File: src/rtl/core/hdt_pkg.sv
`timescale 1ns / 1ps
// Shared types and constants for the header/terminator deframer.
package hdt_pkg;

    localparam int unsigned POS_W       = 11;
    localparam int unsigned WORD_W      = 32;
    localparam int unsigned LEN_W       = 11;
    localparam int unsigned IDX_W       = 2;

    localparam logic [LEN_W-1:0] MAX_PAYLOAD = LEN_W'(1024);
    localparam logic [POS_W:0]   MARK_BYTES  = (POS_W+1)'(4);

    localparam logic OP_BYTE    = 1'b0;
    localparam logic OP_TIMEOUT = 1'b1;

    localparam logic [1:0] KIND_DATA  = 2'd0;
    localparam logic [1:0] KIND_GOOD  = 2'd1;
    localparam logic [1:0] KIND_ERROR = 2'd2;

    localparam logic [IDX_W-1:0] REG_HEADER     = 2'd0;
    localparam logic [IDX_W-1:0] REG_TERMINATOR = 2'd1;
    localparam logic [IDX_W-1:0] REG_PAYLOAD_LEN = 2'd2;

    typedef struct packed {
        logic       op;
        logic [7:0] rx_byte;
    } in_t;

    typedef struct packed {
        logic [1:0] kind;
        logic [7:0] payload_byte;
    } out_t;

    typedef struct packed {
        logic [WORD_W-1:0] header_word;
        logic [WORD_W-1:0] terminator_word;
        logic [LEN_W-1:0]  payload_len;
    } cfg_t;

    typedef struct packed {
        logic valid;
        out_t data;
    } res_t;

endpackage

File: src/rtl/core/header_terminator_deframer.sv
`timescale 1ns / 1ps
// Top level of the header/terminator deframer.
//
//  channel   direction  handshake                 payload
//  item      in         item_valid / item_stall   item   (op, rx_byte)
//  result    out        result_valid / result_stall result (kind, payload_byte)
//  cfg       in         cfg_we                    cfg_index, cfg_data
//
// One beat per cycle unless item_stall; each result is registered, via skid if stalled.
// The parser state update is one short pass between item accept and result register.
// Result register plus skid: item_stall rises the cycle after a result arrives while
// one is stalled, and drops the cycle after result_stall goes low.
// Reset: header phase, position zero, header and terminator zero, length one.
module header_terminator_deframer (
    input  logic                        clk,
    input  logic                        rst_n,
    input  logic                        item_valid,
    output logic                        item_stall,
    input  hdt_pkg::in_t                item,
    output logic                        result_valid,
    input  logic                        result_stall,
    output hdt_pkg::out_t               result,
    input  logic                        cfg_we,
    input  logic [hdt_pkg::IDX_W-1:0]   cfg_index,
    input  logic [hdt_pkg::WORD_W-1:0]  cfg_data
);
    import hdt_pkg::*;

    cfg_t  cfg_reg;
    res_t  res;
    logic  take;
    logic  out_valid_reg;
    out_t  out_data_reg;
    logic  skid_valid_reg;
    out_t  skid_data_reg;
    logic  drain;

    assign item_stall   = skid_valid_reg;
    assign take         = item_valid && !skid_valid_reg;
    assign result_valid = out_valid_reg;
    assign result       = out_data_reg;
    assign drain        = !out_valid_reg || !result_stall;

    hdt_parser u_parser (
        .clk   (clk),
        .rst_n (rst_n),
        .take  (take),
        .beat  (item),
        .cfg   (cfg_reg),
        .res   (res)
    );

    always_ff @(posedge clk or negedge rst_n)
    begin
        if (!rst_n)
        begin
            cfg_reg.header_word     <= '0;
            cfg_reg.terminator_word <= '0;
            cfg_reg.payload_len     <= LEN_W'(1);
        end
        else if (cfg_we)
        begin
            unique case (cfg_index)
                REG_HEADER:      cfg_reg.header_word     <= cfg_data;
                REG_TERMINATOR:  cfg_reg.terminator_word <= cfg_data;
                REG_PAYLOAD_LEN: cfg_reg.payload_len     <= cfg_data[LEN_W-1:0];
                default:         ;
            endcase
        end
    end

    always_ff @(posedge clk or negedge rst_n)
    begin
        if (!rst_n)
        begin
            out_valid_reg  <= 1'b0;
            skid_valid_reg <= 1'b0;
        end
        else if (drain)
        begin
            if (skid_valid_reg)
            begin
                out_valid_reg  <= 1'b1;
                skid_valid_reg <= 1'b0;
            end
            else
            begin
                out_valid_reg <= res.valid;
            end
        end
        else if (res.valid)
        begin
            skid_valid_reg <= 1'b1;
        end
    end

    always_ff @(posedge clk)
    begin
        if (drain)
        begin
            out_data_reg <= skid_valid_reg ? skid_data_reg : res.data;
        end
        else if (res.valid)
        begin
            skid_data_reg <= res.data;
        end
    end

endmodule

File: src/rtl/core/hdt_parser.sv
`timescale 1ns / 1ps
// Frame parser: header match, payload pass-through, terminator match.
module hdt_parser (
    input  logic         clk,
    input  logic         rst_n,
    input  logic         take,
    input  hdt_pkg::in_t beat,
    input  hdt_pkg::cfg_t cfg,
    output hdt_pkg::res_t res
);
    import hdt_pkg::*;

    typedef enum logic [1:0] {
        PH_HEADER  = 2'd0,
        PH_PAYLOAD = 2'd1,
        PH_TERM    = 2'd2
    } phase_t;

    phase_t           phase_reg, phase_next;
    logic [POS_W-1:0] position_reg, position_next;
    logic [POS_W:0]   pos_inc;
    logic [LEN_W-1:0] len_eff;
    logic [7:0]       hdr_byte;
    logic [7:0]       term_byte;

    assign pos_inc   = {1'b0, position_reg} + (POS_W+1)'(1);
    assign len_eff   = (cfg.payload_len > MAX_PAYLOAD) ? MAX_PAYLOAD : cfg.payload_len;
    assign hdr_byte  = 8'(cfg.header_word >> {position_reg[1:0], 3'b000});
    assign term_byte = 8'(cfg.terminator_word >> {position_reg[1:0], 3'b000});

    always_comb
    begin
        phase_next    = phase_reg;
        position_next = position_reg;
        res           = '0;
        if (beat.op == OP_TIMEOUT)
        begin
            phase_next    = PH_HEADER;
            position_next = '0;
            res.valid     = 1'b1;
            res.data.kind = KIND_ERROR;
        end
        else
        begin
            unique case (phase_reg)
                PH_PAYLOAD:
                begin
                    res.valid             = 1'b1;
                    res.data.kind         = KIND_DATA;
                    res.data.payload_byte = beat.rx_byte;
                    if (pos_inc >= {1'b0, len_eff})
                    begin
                        phase_next    = PH_TERM;
                        position_next = '0;
                    end
                    else
                    begin
                        position_next = pos_inc[POS_W-1:0];
                    end
                end
                PH_TERM:
                begin
                    if (beat.rx_byte != term_byte)
                    begin
                        phase_next    = PH_HEADER;
                        position_next = '0;
                        res.valid     = 1'b1;
                        res.data.kind = KIND_ERROR;
                    end
                    else if (pos_inc >= MARK_BYTES)
                    begin
                        phase_next    = PH_HEADER;
                        position_next = '0;
                        res.valid     = 1'b1;
                        res.data.kind = KIND_GOOD;
                    end
                    else
                    begin
                        position_next = pos_inc[POS_W-1:0];
                    end
                end
                PH_HEADER:
                begin
                    if (beat.rx_byte != hdr_byte)
                    begin
                        position_next = '0;
                        res.valid     = 1'b1;
                        res.data.kind = KIND_ERROR;
                    end
                    else if (pos_inc >= MARK_BYTES)
                    begin
                        position_next = '0;
                        phase_next    = (len_eff == '0) ? PH_TERM : PH_PAYLOAD;
                    end
                    else
                    begin
                        position_next = pos_inc[POS_W-1:0];
                    end
                end
                default:
                begin
                    phase_next    = PH_HEADER;
                    position_next = '0;
                end
            endcase
        end
        if (!take)
        begin
            phase_next    = phase_reg;
            position_next = position_reg;
            res.valid     = 1'b0;
        end
    end

    always_ff @(posedge clk or negedge rst_n)
    begin
        if (!rst_n)
        begin
            phase_reg    <= PH_HEADER;
            position_reg <= '0;
        end
        else
        begin
            phase_reg    <= phase_next;
            position_reg <= position_next;
        end
    end

endmodule

File: config.mk
export PLATFORM = sky130hd
export DESIGN_NAME = header_terminator_deframer
export DESIGN_NICKNAME = d
export VERILOG_FILES = /design/src/rtl/core/hdt_pkg.sv /design/src/rtl/core/header_terminator_deframer.sv /design/src/rtl/core/hdt_parser.sv
export SDC_FILE = /design/constraint.sdc
export NUM_CORES = 1
export LEC_CHECK = 0
export BUFFER_PORTS_ARGS = -buffer_cell sky130_fd_sc_hd__buf_2
export CORE_AREA = 4 4 132 83
export DETAILED_ROUTE_END_ITERATION = 8
export DIE_AREA = 0 0 136 87
export GPL_TIMING_DRIVEN = 1
export PLACE_DENSITY_LB_ADDON = 0.08
export SKIP_LAST_GASP = 1
export SYNTH_ARGS = -nofsm -noshare
export SYNTH_HDL_FRONTEND = slang
export SYNTH_SLANG_ARGS = --single-unit
File: constraint.sdc
create_clock -name clk -period 3.5 [get_ports clk]
set_input_delay 0.525 -clock clk [delete_from_list [all_inputs] [get_ports clk]]
set_output_delay 0.525 -clock clk [all_outputs]
set_load 0.02 [all_outputs]
==> impl_results.md <==
- R2r setup slk: 0.41 ns
- IO Port Bufs: between 50 and 60
- Fin crit share: 0.883
- Max-Cap Viols: 0
- Worst-Margin Slew: roughly 0.85 ns
- Tot GR Track Use: 0.221
- H-Tree Depth: 3
- Layout Nets: 539
- RR Endpoint: u_parser.position_reg[5]$_DFFE_PN0P_
- Crit-path max cell delay: roughly 0.40 ns
- Netlist Area Pre-Place: around 0.0057 mm2
- Rel. slew slack: 0.434
- Count of final hold-check violations: 0
- Critical path launch point: u_parser.position_reg[0]$_DFFE_PN0P_
- CP Cell Sequence: ha_1, nand3_1, nor2_1, and3_1, xor2_1, ha_1, nand4_1, nor3_1, a21oi_1, and3_1, a311o_4, and2_1
- Final ANT Viol Nets: 0
- Leakage power total: between 2 and 3 nW
- Share of the synthesized area in the top cell type: 0.392
- Vias in the first global route: about 3,700
- Final min period: 3.09 ns
- CTS Hold Bufs: 0
- Post-synth top flop: dfrtp_1
- Ys Warns: 0
- Largest net degree at the start of global routing: between 50 and 60
- GRT met2 Usage: 0.327
- Reg clk slew, reported paths: roughly 0.07 ns
- Setup-failing EPs final: 0
- Initial antenna violation count: 0
- Startpoint types: flip-flop
- Via/cell ratio: between 5 and 6
- Post-Syn Area per Cell: approximately 13 um2
- Grt met1 use: 0.338
- Post-DP HPWL: 9.09 mm
- Setup Buffers After CTS: 0
- Syn-to-layout area delta: 12.7%
- Worst reg2reg startpoint: u_parser.position_reg[0]$_DFFE_PN0P_
- Layout Cells excl Fill: approximately 620
- Clock Latency Late Sink: 0.34 ns
- CTS tree: yes
- Syn Inst Count: about 420
- CP max FO: 7
- Proportion of layout cells with a drive suffix above 1: 0.380
- 1st-iter DRT viols: approximately 210
- Root Driver: clkbuf_16
- Worst setup slack after layout: around 0.41 ns
- Final slew viol count: 0
- Num ports: 60
- Setup_tns: 0 ns
- Core ar.: approximately 0.0097 mm2
- CP Capture Type: flip-flop
- Post-route DRC: 0
- Met3 usage: 0.0497
- Worst IR Drop VDD: between 0.0002 and 0.0003 V
- FMAX: roughly 320 MHz
- Sequential share of the synthesized area: 0.503
- GRT overflow: 0
- Cts repair resizes: 0
- Chip Height: approximately 87 um
- Max reg flops: 75
- Detailed-route via count: roughly 3,600
- WL per Instance: 19.9 um
- Worst Path Arrival: about 3.3 ns
- Power per standard cell area: between 400 and 500 mW/mm2
- Critical Path RT: around 3.7 ns
- Register bit total from synthesis: 110
- Unrepaired setup endpoints after global routing: no
- Diode count: 0
- Maximum buffer depth of the clock tree: 2
- Clock sinks: 110
- Routed wire length: between 10 and 15 mm
- R2R depth: 12
- First-pass GRT wire length: around 20 mm
- Cell variety after synth: 52
- Tightest Hold Check Type: input port to asynchronous set/reset pin
- Die ar.: around 0.012 mm2
- Placement Setup Slack: 0.463 ns
- Yosys top cell by area: dfrtp_1
- Die width: approximately 140 um
- CP Class: flip-flop to flip-flop
- Number of flops mapped to enable cells by yosys: 20
- Crit path to: u_parser.position_reg[5]$_DFFE_PN0P_
- TritonRoute pass-1 iters: 4
- CTS Buf Count: 9
- Placer Congestion: between 0.8 and 0.9
- Initial core utilization: 0.585
- Top Usage Layer GRT: met1
- Placed cell count: 603
- Worst path slowest cell: dfrtp_1
- FP Rows: 28
- Post-Syn Nets: 484
- Status: finished clean
- Async SR Flop Fraction: 0.818
- Clk_skew: around 0.0066 ns
- Top cells by area in the synthesized netlist: dfrtp_1 39%, mux2_2 17%, edfxtp_1 11%
## synthesized netlist by cell type, types with 2 or more instances
cell      number
a211o_1        2
a211oi_1       2
a21o_1         6
a21oi_1        6
and2_1        13
and3_1         3
and4_1         2
buf_2          8
buf_6          2
clkbuf_1      12
dfrtp_1       89
edfxtp_1      20
ha_1          12
mux2_2        84
mux4_1        11
mux4_2         5
nand2_1       28
nand2b_1       5
nand3_1        8
nand3b_1       7
nand4_1        9
nor2_1        15
nor2_2         2
nor2b_1        3
nor3_1         3
nor3b_1        2
nor4_1         6
o21ai_0        4
o31ai_1        2
or3_1          2
xnor2_1       23
xor2_1         8
## critical path: cells and delay by family (launching register included)
family / cells / cell delay [ns]
and+or+nand+nor: 7 / 1.36
adders and majority gates: 2 / 0.67
DFF: 1 / 0.40
xor gates and xnor gates: 1 / 0.09
AOI/OAI and AO/OA: 2 / 0.47
## placed cells by master (no fill, tap or decap), drive strengths merged, types with 4 or more instances in the layout
cell    count
dfrtp      89
mux2       85
buf        68
nand2      28
xnor2      23
edfxtp     20
nor2       17
mux4       16
and2       13
ha         12
nand4      10
clkbuf      9
nand3       9
xor2        8
nand3b      7
a21oi       6
nor4        6
a21o        6
nand2b      5
o21ai       4
clkinv      4
## power by group
part / internal, mW / switching (mW) / leakage, nW / total, mW
clock: 0.556 / 0.451 / 0.139 / 1.01
sequential: 1.49 / 0.104 / 1.29 / 1.59
combinational: 0.275 / 0.224 / 1.27 / 0.499
total: 2.32 / 0.778 / 2.70 / 3.10
## worst min path at each step
| stage | start | endpoint | slack (ns) | cells after the start |
|---|---|---|---|---|
| CTS | rst_n | u_parser.position_reg[3]$_DFFE_PN0P_ | 0.23 | 1 |
| global route | rst_n | u_parser.position_reg[3]$_DFFE_PN0P_ | 0.26 | 1 |
| global placement | cfg_reg[41]$_DFFE_PN0P_ | cfg_reg[41]$_DFFE_PN0P_ | 0.48 | 1 |
| finish | rst_n | u_parser.position_reg[3]$_DFFE_PN0P_ | 0.19 | 1 |
| floorplan | rst_n | cfg_reg[10]$_DFFE_PN0P_ | 0.23 | 0 |
| detailed placement | cfg_reg[24]$_DFFE_PN0P_ | cfg_reg[24]$_DFFE_PN0P_ | 0.49 | 1 |
## stage by stage
stage               utilization  instance area [um2]  total power, mW  hold WS, ns
finish                    0.660                 6400             3.10        0.188
global route              0.660                 6400             3.24        0.258
CTS                       0.660                 6400             3.13        0.231
detailed placement        0.629                 6100             2.12        0.485
global placement          0.629                 6100             2.09        0.481
floorplan                     -                 5680             1.93        0.229
## per-layer routing
layer | routed length [um] | vias up
met4 | 133 | 0
met1 | 6060 | 1846
met2 | 5430 | 104
li1 | - | 1675
met5 | 0 | -
met3 | 675 | 15
## cells by family (layout without fill, tap and decap cells)
| logic type | Yosys count | after routing | synth area share |
|---|---|---|---|
| AO/OA/AOI/OAI | 32 | 32 | 0.0483 |
| XOR/XNOR | 31 | 31 | 0.0478 |
| adder cells (fa/ha/maj) | 12 | 12 | 0.0264 |
| buffers and inverters | 26 | 86 | 0.0236 |
| flip-flops | 110 | 110 | 0.503 |
| multiplexers | 101 | 101 | 0.240 |
| AND/OR/NAND/NOR | 112 | 112 | 0.111 |
## final cells by class
class	instances	area, um2
inverter	2	7.51
clock buffer	9	225
tap	135	169
clock inverter	7	72.6
sequential	110	2850
timing repair buffer	68	378
fill	736	3300
multi-input combinational	288	2700
Power figures use the tool's default switching activity.
